[config.mk]
export PLATFORM = sky130hd
export DESIGN_NAME = i2c_register_access_master_core
export DESIGN_NICKNAME = d
export VERILOG_FILES = /design/src/i2cram_pkg.sv /design/src/i2c_register_access_master_core.sv
export SDC_FILE = /design/constraint.sdc
export NUM_CORES = 1
export LEC_CHECK = 0
export BUFFER_PORTS_ARGS = -buffer_cell sky130_fd_sc_hd__buf_4
export CORE_AREA = 2 2 207 107
export CTS_BUF_LIST = sky130_fd_sc_hd__clkbuf_8
export DETAILED_ROUTE_END_ITERATION = 16
export DIE_AREA = 0 0 209 109
export GPL_TIMING_DRIVEN = 0
export SYNTH_ARGS = -nofsm -noshare
export SYNTH_HDL_FRONTEND = slang
export SYNTH_SLANG_ARGS = --single-unit
[constraint.sdc]
create_clock -name clk -period 3.8 [get_ports clk]
set_input_delay 0.76 -clock clk [delete_from_list [all_inputs] [get_ports clk]]
set_output_delay 0.76 -clock clk [all_outputs]
set_load 0.05 [all_outputs]
[src/i2cram_pkg.sv]
// package for the i2c register access master: phase and stage codes,
// register indexes and bus constants
// no dependencies
package i2cram_pkg;

    localparam int MAX_BYTES = 8;

    localparam logic [7:0]  DEV_ADDR_RESET   = 8'h28;
    localparam logic [9:0]  POLL_LIMIT_RESET = 10'd250;

    // configuration register indexes
    typedef enum logic [0:0] {
        CFG_DEV_ADDR   = 1'b0,
        CFG_POLL_LIMIT = 1'b1
    } cfg_index_t;

    // input beat kinds
    typedef enum logic [1:0] {
        KIND_TICK  = 2'd0,
        KIND_WRITE = 2'd1,
        KIND_READ  = 2'd2,
        KIND_SPARE = 2'd3
    } kind_t;

    // bus phase of the transfer
    typedef enum logic [3:0] {
        PH_IDLE  = 4'd0,
        PH_START = 4'd1,
        PH_SEND  = 4'd2,
        PH_AREL  = 4'd3,
        PH_APOLL = 4'd4,
        PH_ALOW  = 4'd5,
        PH_READ  = 4'd6,
        PH_MACK  = 4'd7,
        PH_MNACK = 4'd8,
        PH_STOP  = 4'd9
    } phase_t;

    // which byte of the transaction is on the bus
    typedef enum logic [2:0] {
        ST_DEV   = 3'd0,
        ST_RHI   = 3'd1,
        ST_RLO   = 3'd2,
        ST_RDADR = 3'd3,
        ST_DATA  = 3'd4
    } stage_t;

endpackage

[src/i2c_register_access_master_core.sv]
// top level of the i2c register access master: bus sequencer and result register
// depends on i2cram_pkg
//
// usage:
// - input channel (in_valid / in_stall) carries one beat per bus delay slot.
//   kind selects a tick slot or a register write / read command. a command
//   taken while idle latches reg_addr, byte_count and write_data; while busy
//   it is dropped. a tick beat advances the bus by one slot and samples sda_in.
// - output channel (out_valid / out_stall) returns exactly one result beat
//   per input beat: the scl and sda_out levels, busy_res, a received byte
//   with read_valid, and done_res / ack_error on the final stop slot.
// - the result of a beat is in the output register the cycle after the beat is
//   taken. one beat is taken every cycle; the only limit is the single output
//   register, which frees up as soon as the receiver takes its beat.
// - when the receiver stalls, the result holds and in_stall rises, so the
//   next input beat waits; nothing is dropped.
// - reset (rst_n low, asynchronous) returns to idle with both lines released
//   and the configuration registers at their defaults (address 0x28, poll
//   limit 250). config writes apply at once, so make them with no beat in flight
module i2c_register_access_master_core
(
    input  logic        clk,
    input  logic        rst_n,
    // configuration write port
    input  logic        cfg_we,
    input  logic        cfg_index,
    input  logic [9:0]  cfg_data,
    // input channel
    input  logic        in_valid,
    output logic        in_stall,
    input  logic [1:0]  kind,
    input  logic [15:0] reg_addr,
    input  logic [3:0]  byte_count,
    input  logic [63:0] write_data,
    input  logic        sda_in,
    // output channel
    output logic        out_valid,
    input  logic        out_stall,
    output logic        scl,
    output logic        sda_out,
    output logic        busy_res,
    output logic        read_valid,
    output logic [7:0]  read_byte,
    output logic        done_res,
    output logic        ack_error
);

    // configuration registers
    logic [7:0] dev_addr_reg;
    logic [9:0] poll_limit_reg;

    // sequencer state
    i2cram_pkg::phase_t phase_reg, phase_next;
    i2cram_pkg::stage_t stage_reg, stage_next;
    logic [1:0]  slot_reg, slot_next;
    logic [2:0]  bit_index_reg, bit_index_next;
    logic [3:0]  byte_index_reg, byte_index_next;
    logic [7:0]  shift_reg, shift_next;
    logic [63:0] data_buffer_reg, data_buffer_next;
    logic [3:0]  length_reg, length_next;
    logic [9:0]  poll_count_reg, poll_count_next;
    logic        is_read_reg, is_read_next;
    logic [15:0] reg_hold_reg, reg_hold_next;
    logic        err_flag_reg, err_flag_next;
    logic        scl_lvl_reg, scl_lvl_next;
    logic        sda_lvl_reg, sda_lvl_next;

    // result beat
    logic        out_valid_reg;
    logic        rvalid_next;
    logic [7:0]  rbyte_next;
    logic        done_next;
    logic        aerr_next;
    logic        busy_reg;
    logic        rvalid_reg;
    logic [7:0]  rbyte_reg;
    logic        done_reg;
    logic        aerr_reg;

    logic        in_accept;
    logic [3:0]  cnt_sat;
    logic [7:0]  next_data_byte;
    logic [3:0]  byte_inc;
    logic [7:0]  shift_in;
    logic [2:0]  bit_inc;

    // output register frees when the receiver takes it
    assign in_stall  = out_valid_reg & out_stall;
    assign in_accept = in_valid & ~in_stall;

    // byte count: zero counts as one, saturate at the buffer depth
    always_comb
    begin
        if (byte_count == 4'd0)
        begin
            cnt_sat = 4'd1;
        end
        else if (byte_count > 4'(i2cram_pkg::MAX_BYTES))
        begin
            cnt_sat = 4'(i2cram_pkg::MAX_BYTES);
        end
        else
        begin
            cnt_sat = byte_count;
        end
    end

    assign byte_inc       = byte_index_reg + 4'd1;
    assign next_data_byte = data_buffer_reg[{byte_inc[2:0], 3'b000} +: 8];
    assign shift_in       = {shift_reg[6:0], sda_in};
    assign bit_inc        = bit_index_reg + 3'd1;

    // next state and result for one beat
    always_comb
    begin
        phase_next       = phase_reg;
        stage_next       = stage_reg;
        slot_next        = slot_reg;
        bit_index_next   = bit_index_reg;
        byte_index_next  = byte_index_reg;
        shift_next       = shift_reg;
        data_buffer_next = data_buffer_reg;
        length_next      = length_reg;
        poll_count_next  = poll_count_reg;
        is_read_next     = is_read_reg;
        reg_hold_next    = reg_hold_reg;
        err_flag_next    = err_flag_reg;
        scl_lvl_next     = scl_lvl_reg;
        sda_lvl_next     = sda_lvl_reg;
        rvalid_next      = 1'b0;
        rbyte_next       = 8'd0;
        done_next        = 1'b0;
        aerr_next        = 1'b0;

        if (kind == i2cram_pkg::KIND_WRITE || kind == i2cram_pkg::KIND_READ)
        begin
            // command beat: latch operands when idle, lines untouched
            if (phase_reg == i2cram_pkg::PH_IDLE)
            begin
                length_next      = cnt_sat;
                reg_hold_next    = reg_addr;
                data_buffer_next = write_data;
                is_read_next     = (kind == i2cram_pkg::KIND_READ);
                byte_index_next  = 4'd0;
                bit_index_next   = 3'd0;
                shift_next       = 8'd0;
                poll_count_next  = 10'd0;
                stage_next       = i2cram_pkg::ST_DEV;
                err_flag_next    = 1'b0;
                slot_next        = 2'd0;
                phase_next       = i2cram_pkg::PH_START;
            end
        end
        else
        begin
            case (phase_reg)
                i2cram_pkg::PH_IDLE:
                begin
                    phase_next = i2cram_pkg::PH_IDLE;
                end
                i2cram_pkg::PH_START:
                begin
                    if (slot_reg == 2'd0)
                    begin
                        scl_lvl_next = 1'b1;
                        sda_lvl_next = 1'b1;
                        slot_next    = 2'd1;
                    end
                    else if (slot_reg == 2'd1)
                    begin
                        scl_lvl_next = 1'b1;
                        sda_lvl_next = 1'b0;
                        slot_next    = 2'd2;
                    end
                    else
                    begin
                        scl_lvl_next   = 1'b0;
                        sda_lvl_next   = 1'b0;
                        shift_next     = (stage_reg == i2cram_pkg::ST_RDADR)
                                         ? (dev_addr_reg | 8'h01) : dev_addr_reg;
                        bit_index_next = 3'd0;
                        slot_next      = 2'd0;
                        phase_next     = i2cram_pkg::PH_SEND;
                    end
                end
                i2cram_pkg::PH_SEND:
                begin
                    sda_lvl_next = shift_reg[7];
                    if (slot_reg == 2'd0)
                    begin
                        scl_lvl_next = 1'b0;
                        slot_next    = 2'd1;
                    end
                    else
                    begin
                        scl_lvl_next   = 1'b1;
                        slot_next      = 2'd0;
                        shift_next     = {shift_reg[6:0], 1'b0};
                        bit_index_next = bit_inc;
                        if (bit_inc == 3'd0)
                        begin
                            phase_next = i2cram_pkg::PH_AREL;
                        end
                    end
                end
                i2cram_pkg::PH_AREL:
                begin
                    scl_lvl_next    = 1'b0;
                    sda_lvl_next    = 1'b1;
                    poll_count_next = 10'd0;
                    phase_next      = i2cram_pkg::PH_APOLL;
                end
                i2cram_pkg::PH_APOLL:
                begin
                    scl_lvl_next = 1'b1;
                    sda_lvl_next = 1'b1;
                    if (!sda_in)
                    begin
                        phase_next = i2cram_pkg::PH_ALOW;
                    end
                    else if (poll_count_reg >= poll_limit_reg)
                    begin
                        // poll timed out: stop with error
                        err_flag_next = 1'b1;
                        slot_next     = 2'd0;
                        phase_next    = i2cram_pkg::PH_STOP;
                    end
                    else
                    begin
                        poll_count_next = poll_count_reg + 10'd1;
                    end
                end
                i2cram_pkg::PH_ALOW:
                begin
                    scl_lvl_next = 1'b0;
                    sda_lvl_next = 1'b1;
                    case (stage_reg)
                        i2cram_pkg::ST_DEV:
                        begin
                            stage_next     = i2cram_pkg::ST_RHI;
                            shift_next     = reg_hold_reg[15:8];
                            bit_index_next = 3'd0;
                            slot_next      = 2'd0;
                            phase_next     = i2cram_pkg::PH_SEND;
                        end
                        i2cram_pkg::ST_RHI:
                        begin
                            stage_next     = i2cram_pkg::ST_RLO;
                            shift_next     = reg_hold_reg[7:0];
                            bit_index_next = 3'd0;
                            slot_next      = 2'd0;
                            phase_next     = i2cram_pkg::PH_SEND;
                        end
                        i2cram_pkg::ST_RLO:
                        begin
                            if (is_read_reg)
                            begin
                                // repeated start for the read address
                                stage_next = i2cram_pkg::ST_RDADR;
                                slot_next  = 2'd0;
                                phase_next = i2cram_pkg::PH_START;
                            end
                            else
                            begin
                                stage_next      = i2cram_pkg::ST_DATA;
                                byte_index_next = 4'd0;
                                shift_next      = data_buffer_reg[7:0];
                                bit_index_next  = 3'd0;
                                slot_next       = 2'd0;
                                phase_next      = i2cram_pkg::PH_SEND;
                            end
                        end
                        i2cram_pkg::ST_RDADR:
                        begin
                            stage_next      = i2cram_pkg::ST_DATA;
                            byte_index_next = 4'd0;
                            bit_index_next  = 3'd0;
                            shift_next      = 8'd0;
                            slot_next       = 2'd0;
                            phase_next      = i2cram_pkg::PH_READ;
                        end
                        default:
                        begin
                            // write data byte acknowledged
                            byte_index_next = byte_inc;
                            if (byte_inc >= length_reg)
                            begin
                                err_flag_next = 1'b0;
                                slot_next     = 2'd0;
                                phase_next    = i2cram_pkg::PH_STOP;
                            end
                            else
                            begin
                                shift_next     = next_data_byte;
                                bit_index_next = 3'd0;
                                slot_next      = 2'd0;
                                phase_next     = i2cram_pkg::PH_SEND;
                            end
                        end
                    endcase
                end
                i2cram_pkg::PH_READ:
                begin
                    sda_lvl_next = 1'b1;
                    if (slot_reg == 2'd0)
                    begin
                        scl_lvl_next = 1'b1;
                        shift_next   = shift_in;
                        if (bit_index_reg == 3'd7)
                        begin
                            rvalid_next = 1'b1;
                            rbyte_next  = shift_in;
                        end
                        slot_next = 2'd1;
                    end
                    else
                    begin
                        scl_lvl_next   = 1'b0;
                        slot_next      = 2'd0;
                        bit_index_next = bit_inc;
                        if (bit_inc == 3'd0)
                        begin
                            // last byte gets a nack
                            if ({1'b0, byte_index_reg} + 5'd1 >= {1'b0, length_reg})
                            begin
                                phase_next = i2cram_pkg::PH_MNACK;
                            end
                            else
                            begin
                                phase_next = i2cram_pkg::PH_MACK;
                            end
                        end
                    end
                end
                i2cram_pkg::PH_MACK:
                begin
                    if (slot_reg == 2'd0)
                    begin
                        scl_lvl_next = 1'b0;
                        sda_lvl_next = 1'b0;
                        slot_next    = 2'd1;
                    end
                    else if (slot_reg == 2'd1)
                    begin
                        scl_lvl_next = 1'b1;
                        sda_lvl_next = 1'b0;
                        slot_next    = 2'd2;
                    end
                    else if (slot_reg == 2'd2)
                    begin
                        scl_lvl_next = 1'b0;
                        sda_lvl_next = 1'b0;
                        slot_next    = 2'd3;
                    end
                    else
                    begin
                        scl_lvl_next    = 1'b0;
                        sda_lvl_next    = 1'b1;
                        byte_index_next = byte_inc;
                        bit_index_next  = 3'd0;
                        shift_next      = 8'd0;
                        slot_next       = 2'd0;
                        phase_next      = i2cram_pkg::PH_READ;
                    end
                end
                i2cram_pkg::PH_MNACK:
                begin
                    sda_lvl_next = 1'b1;
                    if (slot_reg == 2'd0)
                    begin
                        scl_lvl_next = 1'b0;
                        slot_next    = 2'd1;
                    end
                    else if (slot_reg == 2'd1)
                    begin
                        scl_lvl_next = 1'b1;
                        slot_next    = 2'd2;
                    end
                    else
                    begin
                        scl_lvl_next  = 1'b0;
                        err_flag_next = 1'b0;
                        slot_next     = 2'd0;
                        phase_next    = i2cram_pkg::PH_STOP;
                    end
                end
                i2cram_pkg::PH_STOP:
                begin
                    if (slot_reg == 2'd0)
                    begin
                        // scl left as is: high after a poll timeout
                        sda_lvl_next = 1'b0;
                        slot_next    = 2'd1;
                    end
                    else if (slot_reg == 2'd1)
                    begin
                        scl_lvl_next = 1'b1;
                        sda_lvl_next = 1'b0;
                        slot_next    = 2'd2;
                    end
                    else
                    begin
                        scl_lvl_next  = 1'b1;
                        sda_lvl_next  = 1'b1;
                        done_next     = 1'b1;
                        aerr_next     = err_flag_reg;
                        err_flag_next = 1'b0;
                        slot_next     = 2'd0;
                        phase_next    = i2cram_pkg::PH_IDLE;
                    end
                end
                default:
                begin
                    phase_next = i2cram_pkg::PH_IDLE;
                end
            endcase
        end
    end

    // configuration registers
    always_ff @(posedge clk or negedge rst_n)
    begin
        if (!rst_n)
        begin
            dev_addr_reg   <= i2cram_pkg::DEV_ADDR_RESET;
            poll_limit_reg <= i2cram_pkg::POLL_LIMIT_RESET;
        end
        else if (cfg_we)
        begin
            case (cfg_index)
                i2cram_pkg::CFG_DEV_ADDR:   dev_addr_reg   <= cfg_data[7:0];
                i2cram_pkg::CFG_POLL_LIMIT: poll_limit_reg <= cfg_data;
                default:                    dev_addr_reg   <= dev_addr_reg;
            endcase
        end
    end

    // sequencer state, advanced once per accepted beat
    always_ff @(posedge clk or negedge rst_n)
    begin
        if (!rst_n)
        begin
            phase_reg       <= i2cram_pkg::PH_IDLE;
            stage_reg       <= i2cram_pkg::ST_DEV;
            slot_reg        <= 2'd0;
            bit_index_reg   <= 3'd0;
            byte_index_reg  <= 4'd0;
            shift_reg       <= 8'd0;
            data_buffer_reg <= 64'd0;
            length_reg      <= 4'd1;
            poll_count_reg  <= 10'd0;
            is_read_reg     <= 1'b0;
            reg_hold_reg    <= 16'd0;
            err_flag_reg    <= 1'b0;
            scl_lvl_reg     <= 1'b1;
            sda_lvl_reg     <= 1'b1;
        end
        else if (in_accept)
        begin
            phase_reg       <= phase_next;
            stage_reg       <= stage_next;
            slot_reg        <= slot_next;
            bit_index_reg   <= bit_index_next;
            byte_index_reg  <= byte_index_next;
            shift_reg       <= shift_next;
            data_buffer_reg <= data_buffer_next;
            length_reg      <= length_next;
            poll_count_reg  <= poll_count_next;
            is_read_reg     <= is_read_next;
            reg_hold_reg    <= reg_hold_next;
            err_flag_reg    <= err_flag_next;
            scl_lvl_reg     <= scl_lvl_next;
            sda_lvl_reg     <= sda_lvl_next;
        end
    end

    // result beat valid
    always_ff @(posedge clk or negedge rst_n)
    begin
        if (!rst_n)
        begin
            out_valid_reg <= 1'b0;
        end
        else if (in_accept)
        begin
            out_valid_reg <= 1'b1;
        end
        else if (!out_stall)
        begin
            out_valid_reg <= 1'b0;
        end
    end

    // result beat payload
    always_ff @(posedge clk)
    begin
        if (in_accept)
        begin
            busy_reg   <= (phase_next != i2cram_pkg::PH_IDLE);
            rvalid_reg <= rvalid_next;
            rbyte_reg  <= rbyte_next;
            done_reg   <= done_next;
            aerr_reg   <= aerr_next;
        end
    end

    assign out_valid  = out_valid_reg;
    assign scl        = scl_lvl_reg;
    assign sda_out    = sda_lvl_reg;
    assign busy_res   = busy_reg;
    assign read_valid = rvalid_reg;
    assign read_byte  = rbyte_reg;
    assign done_res   = done_reg;
    assign ack_error  = aerr_reg;

endmodule

## Word level (Yosys, flattened, before mapping)

Index checks and enable logic that the tools add are counted.

| storage, ports and cells | value |
|---|---|
| register bits after elaboration | 153 |
| bits of input ports | 103 |
| output and inout bits | 16 |
| logic and storage cells | 224 |

| cells by class | value |
|---|---|
| add/sub/neg operators | 4 |
| magnitude comparators | 4 |
| equality and inequality tests | 39 |
| shift operators | 1 |
| muxes and demuxes | 103 |
| bitwise operators | 9 |
| reduce and logical (&&, ||, !) cells | 42 |

Operator list:

| operator | count |
|---|---|
| $mux 4 | 27 |
| $mux 8 | 11 |
| $shiftx 64x7->8 | 1 |
| $ne 3x3->1 const B | 16 |
| $mux 10 | 4 |
| $pmux 8 s5 | 1 |
| $mux 3 | 13 |
| $pmux 4 s9 | 1 |
| $pmux 8 s4 | 1 |
| $mux 1 | 24 |
| $pmux 3 s4 | 2 |
| $pmux 4 s3 | 2 |
| $mux 2 | 10 |
| $pmux 10 s2 | 1 |
| $eq 4x3->1 const B | 4 |
| $reduce_bool 5->1 | 3 |
| $reduce_and 12->1 | 1 |
| $reduce_bool 6->1 | 2 |
| $reduce_or 2->1 | 6 |
| $reduce_or 4->1 | 3 |
| $reduce_and 11->1 | 1 |
| $add 10x1->10 const B | 1 |
| $ge 10x10->1 | 1 |
| $pmux 2 s5 | 1 |
| 42 further kinds | 65 |

## Depth between registers and ports, before layout

Gate-level depths: netlist of run 1.

| logic depth | value |
|---|---|
| depth in word-level cells | 8 |
| mapped depth | 12 |
| mapped depth without buffers | 9 |

## Least setup slack after synthesis of run 1

OpenSTA, ideal clock, no wires.

| path | value |
|---|---|
| kind | register to register |
| from | register byte_index_reg[0] |
| to | register shift_reg[0] |
| setup time | 0.125 ns |
| arrival time | 2.620 ns |
| data required time | 3.675 ns |
| slack | 1.055 ns |
| stages on the path, launching flop included | 10 |
| buffers on the path | 2 |
| period minus slack after synthesis | 2.745 ns |
| cells stage by stage | dfrtp_1 ha_1 clkbuf_1 buf_1 mux4_2 mux2_2 nand2_1 o21ai_0 a22o_1 mux2_4 |

| between the ends | value |
|---|---|
| word-level cells in the longest chain between the ends | 6 |
| elaborated cells on any way between the ends | 9 |
| classes of those cells | add/sub (1); order compare (1); eq/ne (1); shift (1); mux (4); reduce/logical (1) |

RTL lines:

| element | line | source |
|---|---|---|
| start: declaration | i2c_register_access_master_core.sv:57 | `logic [3:0] byte_index_reg, byte_index_next;` |
| start signal: assignment | i2c_register_access_master_core.sv:464 | `byte_index_reg <= byte_index_next;` |
| $add 4x1->4 * | i2c_register_access_master_core.sv:108 | `assign byte_inc = byte_index_reg + 4'd1;` |
| $shiftx 64x7->8 | i2c_register_access_master_core.sv:109 | `assign next_data_byte = data_buffer_reg[{byte_inc[2:0], 3'b000} +: 8];` |
| $mux 8 | i2c_register_access_master_core.sv:286 | `if (byte_inc >= length_reg)` |
| $pmux 8 s4 | i2c_register_access_master_core.sv:237 | `case (stage_reg)` |
| $pmux 8 s5 | i2c_register_access_master_core.sv:156 | `case (phase_reg)` |
| $mux 8 | i2c_register_access_master_core.sv:135 | `if (kind == i2cram_pkg::KIND_WRITE \|\| kind == i2cram_pkg::KIND_READ)` |
| end signal: assignment | i2c_register_access_master_core.sv:465 | `shift_reg <= shift_next;` |
| end: declaration | i2c_register_access_master_core.sv:58 | `logic [7:0] shift_reg, shift_next;` |

Mark *: on every way between the ends. The rest lies on a longest branch, timed or not. The select of a mux whose other input is x is not followed.
A chain may end at the register's enable or synchronous reset.

## Worst setup path after layout of run 1

| path | value |
|---|---|
| from | register byte_index_reg[1] |
| to | register shift_reg[1] |

Same word-level chain as after synthesis.

==> impl_metrics.yaml, run 1 <==
drt:
  detail-route-antenna-nets: 0
  viasPerCell: 5.32
  dr.first_iter.drc_count: 827
  drcViolationCount: 0
  routed_wl_mm: 25.1
  dr_total_vias: 7074
  first_pass_iters: 5
  routed_wire_length_per_instance_um: 18.9
synthesis:
  synthArstFlopShare: 0.922
  ys.flop_type: "sky130_fd_sc_hd__dfrtp_1"
  syn-mean-instance-area_um2: 9.22
  synthesis.nets: 1026
  netlist_instances: 899
  synth_seq_area_share: 0.471
  synth_edf_count: 12
  post_synthesis_instance_area_um2: 8290
  post_synth_num_cell_types: 68
  ys.warnings.count: 0
  yosys_register_bits: 153
timing:
  finalSetupTns_ps: 0
  min_period_ps: 3490
  final_min_period_over_clock_period: 0.918
  slew_headroom: 0.121
  holdWs_ps: 205
  maxClockFrequency_mhz: 287
  final_max_tran_viols: 0
  finalHoldViolations: 0
  clock_skew_ps: 12.7
  setup_viol: 0
  grt_setup_unrepaired: "false"
  worst_pin_slew_ps: 1310
finish:
  layout-drive-gt1-share: 0.214
  most_frequent_cells_in_the_layout: "sky130_fd_sc_hd__nand2_1 (291), sky130_fd_sc_hd__dfrtp_1 (130), sky130_fd_sc_hd__buf_4 (117), sky130_fd_sc_hd__o21ai_0 (47), sky130_fd_sc_hd__clkbuf_1 (45)"
  layout.cells.most_common: "sky130_fd_sc_hd__nand2_1"
  largest_reg_flops: 64
  post-route-util: 0.472
  fin_nets: 1164
  stdcell_area_um2: 9990
  n_antenna_cell: 0
  area.growth.synth_to_final_pct: 20.5
  num-fill-cells: 2015
  sequential_cell_area_um2: 3900
  multi_input_area_um2: 4040
clocking:
  post_cts_setup_buffer_count: 0
  clock_tree.buffer_depth: 2
  cts_tree: "yes"
  post_cts_resized: 0
  cts.root.buffer_cell: "sky130_fd_sc_hd__clkbuf_8"
  clock-sinks: 153
  ctsHoldBuffers: 0
  cts_inserted_buffers: 17
  worst_skew_pair.late_latency_ps: 480
  cts_max_level: 4
  cts.reportedPaths.clkPinSlew_ps: 90
setup_path:
  timing.critical_path.arrival_ps: 3850
  setup.worst_path.start_class: "register"
  critPathMaxFanout: 10
  cp.required_ps: 4160
  crit_type: "reg2reg"
  critical_path_sink_type: "register"
floorplan:
  fp.dieH_um: 109
  core_area_um2: 21200
  rows: 38
  design.die.area_um2: 22800
  die_width_um: 209
  start_util: 0.392
  io-pin-count: 119
run_status:
  status: "finished clean"
placement:
  gp_congestion: 0.983
  io_buffers: 118
  placement.cell_area_um2: 9560
  place.detailed.hpwl_mm: 19.4
min_path:
  timing.hold.worst.class: "in2async"
global_routing:
  first_pass_grt_wire_length_mm: 39.1
  grt.total_usage: 0.231
  vias_in_the_first_global_route: 6644
  grt_antenna_before_repair: 0
  largest_net_degree_at_the_start_of_global_routing: 95
  global_route.overflow_total: 0
pwr:
  vdd_ir_drop_max_mv: 0.226
  p_leak_nw: 4.77
  power_per_cell_area_nw_per_um2: 685
job:
  maxCapViolCount: 0
-- cell usage after synthesis (all sizes together) (3+ instances only) --
library cell / instances / area share
inv: 35 / 0.016
a21oi: 25 / 0.015
buf: 8 / 0.0057
clkbuf: 46 / 0.021
o21ai: 49 / 0.030
a22o: 10 / 0.011
and3: 10 / 0.0075
a21o: 3 / 0.0027
nor3: 14 / 0.0085
nor4: 3 / 0.0023
nand3b: 3 / 0.0027
nor2: 30 / 0.014
nand2b: 8 / 0.0060
mux2: 39 / 0.057
and2: 11 / 0.0083
a22oi: 9 / 0.0081
mux4: 16 / 0.043
xnor2: 3 / 0.0032
dfrtp: 130 / 0.39
nand2: 291 / 0.13
a21boi: 3 / 0.0027
o31ai: 4 / 0.0036
mux2i: 10 / 0.012
nand4: 13 / 0.0098
nand3: 11 / 0.0066
xor2: 3 / 0.0032
or3: 6 / 0.0045
nor2b: 8 / 0.0060
o22ai: 3 / 0.0023
ha: 24 / 0.036
or2: 3 / 0.0023
dfstp: 11 / 0.035
a211oi: 6 / 0.0054
edfxtp: 12 / 0.043
-- kinds of logic after synthesis --
logic type	share of synthesized area
adder cells (fa/ha/maj)	0.0386
AND/OR/NAND/NOR	0.220
buffers and inverters	0.0424
XOR/XNOR	0.00634
AO/OA/AOI/OAI	0.110
multiplexers	0.112
flip-flops	0.471
-- worst max-delay path: stages (launching register included) --
cell and delay, ps:
sky130_fd_sc_hd__dfrtp_1 420, sky130_fd_sc_hd__ha_1 310, sky130_fd_sc_hd__clkbuf_1 500, sky130_fd_sc_hd__buf_1 620, sky130_fd_sc_hd__mux4_2 430, sky130_fd_sc_hd__mux2_2 280, sky130_fd_sc_hd__nand2_1 60, sky130_fd_sc_hd__o21ai_0 200
sky130_fd_sc_hd__a22o_1 300, sky130_fd_sc_hd__mux2_4 260
-- where the power goes --
group | leakage (nW) | internal, W | switching [W]
Combinational | 2.65 | 0.00124 | 0.00162
Clock | 0.231 | 0.000746 | 0.000653
Sequential | 1.89 | 0.00221 | 0.000381
-- layout make-up --
cell class | instances | area share
Inverter | 35 | 0.0131
Clock buffer | 19 | 0.0262
Sequential cell | 153 | 0.390
Buffer | 54 | 0.0222
Clock inverter | 13 | 0.0173
Timing Repair Buffer | 119 | 0.0918
Tap cell | 280 | 0.0351
Multi-Input combinational cell | 657 | 0.404
-- worst paths after layout --
check                      cells past startpoint  slack [ps]                  end                start
max                                            9         310         shift_reg[1]    byte_index_reg[1]
min reg2reg                                    2         480  data_buffer_reg[39]  data_buffer_reg[39]
max in group asynchronous                      2        2740              sda_out                rst_n
max reg2reg                                    9         310         shift_reg[1]    byte_index_reg[1]
min in group clk                               3         470      reg_hold_reg[6]          reg_addr[6]
min                                            1         210  data_buffer_reg[43]                rst_n
-- metal layers --
layer | share of wire | track usage
met1 | 0.55 | 0.388
met2 | 0.36 | 0.279
met3 | 0.089 | 0.0608
met4 | 0.0081 | 0.0526
met5 | 0 | 0
-- stage by stage --
| step | worst slack [ps] | instances | total power [W] |
|---|---|---|---|
| floorplan | 1050 | 899 | 0.00450 |
| global placement | 311 | 1297 | 0.00536 |
| detailed placement | 298 | 1298 | 0.00542 |
| CTS | 281 | 1330 | 0.00683 |
| global route | 83.7 | 1330 | 0.00729 |
| finish | 312 | 1330 | 0.00685 |
(Power assumes the default switching activity.)
==> run 2, diff against run 1 <==
Settings changed: ABC_CLOCK_PERIOD_IN_PS set to 3500.
Clock period 3.8 ns to 3.5 ns, I/O delays scaled along.
==> impl_metrics.yaml, run 2 (synthesis gave the netlist of run 1 again) <==
timing:
  grt_setup_unrepaired: "false"
  finalSetupTns_ps: 0
  maxClockFrequency_mhz: 308
  finalHoldViolations: 0
  setup_viol: 0
  worst_pin_slew_ps: 830
  clock_skew_ps: 12.9
  min_period_ps: 3240
  final_max_tran_viols: 0
  final_min_period_over_clock_period: 0.927
  slew_headroom: 0.446
setup_path:
  worst_path_max_delay_cell: "sky130_fd_sc_hd__clkbuf_1"
  worst-r2r-cell-count: 9
  cpPeakStageDelay_ps: 510
  critical_path.startpoint: "byte_index_reg[1]"
  timing.rr.end: "shift_reg[1]"
  critical_path_sink_type: "register"
  timing.critical_path.arrival_ps: 3600
  worst-r2r-setup-slack_ps: 260
  cp.required_ps: 3860
  r2r_start: "byte_index_reg[1]"
  setup.worst_path.start_class: "register"
  critPathMaxFanout: 10
  crit_type: "reg2reg"
  worst_path_cell_trace: "ha_1, clkbuf_1, clkbuf_2, mux4_2, mux2_2, nand2_1, o21ai_0, a22o_1, mux2_4"
finish:
  layout.cells.most_common: "sky130_fd_sc_hd__nand2_1"
  most_frequent_cells_in_the_layout: "sky130_fd_sc_hd__nand2_1 (291), sky130_fd_sc_hd__dfrtp_1 (130), sky130_fd_sc_hd__buf_4 (117), sky130_fd_sc_hd__o21ai_0 (47), sky130_fd_sc_hd__clkbuf_1 (45)"
  n_antenna_cell: 0
  fin_nets: 1164
  num-fill-cells: 2016
  layout-drive-gt1-share: 0.218
  area.growth.synth_to_final_pct: 20.8
  stdcell_area_um2: 10000
  largest_reg_flops: 64
clocking:
  cts.root.buffer_cell: "sky130_fd_sc_hd__clkbuf_8"
  clock-sinks: 153
  post_cts_setup_buffer_count: 0
  cts_inserted_buffers: 17
  cts.reportedPaths.clkPinSlew_ps: 90
  cts_tree: "yes"
  cts_max_level: 4
  post_cts_resized: 1
  clock_tree.buffer_depth: 2
  worst_skew_pair.late_latency_ps: 480
  ctsHoldBuffers: 0
floorplan:
  start_util: 0.392
  fp.dieH_um: 109
  design.die.area_um2: 22800
  io-pin-count: 119
  core_area_um2: 21200
  die_width_um: 209
  rows: 38
drt:
  routed_wl_mm: 25.2
  first_pass_iters: 5
  drcViolationCount: 0
  dr_total_vias: 7055
  viasPerCell: 5.30
  detail-route-antenna-nets: 0
  routed_wire_length_per_instance_um: 19.0
  dr.first_iter.drc_count: 749
pwr:
  switching_share: 0.389
  sequential_group_share_of_total_power: 0.377
  vdd_ir_drop_max_mv: 0.250
  intPower_w: 0.00456
  combinationalPowerShare: 0.419
  net_switching_component_of_the_power_w: 0.00290
  clock_share_of_power: 0.204
  power_per_cell_area_nw_per_um2: 744
  p_leak_nw: 4.78
global_routing:
  grt.total_usage: 0.231
  largest_net_degree_at_the_start_of_global_routing: 95
  global_route.overflow_total: 0
  first_pass_grt_wire_length_mm: 39.1
  vias_in_the_first_global_route: 6644
  grt_antenna_before_repair: 0
placement:
  io_buffers: 118
  place.detailed.hpwl_mm: 19.4
  gp_congestion: 0.983
  placement.cell_area_um2: 9560
run_status:
  status: "finished clean"
min_path:
  timing.hold.worst.class: "in2async"
job:
  maxCapViolCount: 0
[run 2: power by group through the flow]
stage	sequential, W	combinational, W	clock [W]
6_report	0.00281	0.00312	0.00152
5_1_grt	0.00289	0.00343	0.00161
4_1_cts	0.00279	0.00308	0.00155
3_5_place_dp	0.00282	0.00307	0
3_3_place_gp	0.00282	0.00301	0
2_1_floorplan	0.00274	0.00215	0
[run 2: layer usage]
layer / track usage / up-vias / share of wire
li1: - / 3345 / -
met4: 0.0526 / 0 / 0.0080
met1: 0.388 / 3416 / 0.55
met5: 0 / - / 0
met3: 0.0608 / 21 / 0.086
met2: 0.279 / 273 / 0.36
[run 2: worst max-delay path: cells and delay by family, from the launching register on]
kind,cells,cell delay (ps)
flops,1,420
simple gates,1,60
compound gates,2,490
mux,3,920
buf+inv,2,940
fa+ha+maj,1,310
[run 2: layout make-up]
type | count | area (µm²) | share of cell area
Sequential cell | 153 | 3900 | 0.390
Inverter | 35 | 131 | 0.0131
Buffer | 54 | 225 | 0.0225
Tap cell | 280 | 350 | 0.0350
Timing Repair Buffer | 119 | 917 | 0.0916
Clock buffer | 19 | 262 | 0.0261
Multi-Input combinational cell | 657 | 4060 | 0.405
Clock inverter | 13 | 173 | 0.0172
[run 2: per-stage QoR]
stage          std cells  setup WS [ps]  hold slack [ps]  power, W  utilization
2_1_floorplan        899            755              404   0.00489            -
3_3_place_gp        1297           10.6              457   0.00582        0.450
3_5_place_dp        1298          -2.34              461   0.00589        0.452
4_1_cts             1330           27.0              150   0.00742        0.472
5_1_grt             1330           96.3              171   0.00793        0.473
6_report            1330            257              146   0.00745        0.473
[run 2: worst max-delay path by stage]
| stage | endpoint | cells past startpoint |
|---|---|---|
| 2_1_floorplan | shift_reg[0] | 9 |
| 3_3_place_gp | busy_res | 11 |
| 3_5_place_dp | busy_res | 11 |
| 4_1_cts | shift_reg[1] | 9 |
| 5_1_grt | shift_reg[1] | 9 |
| 6_report | shift_reg[1] | 9 |
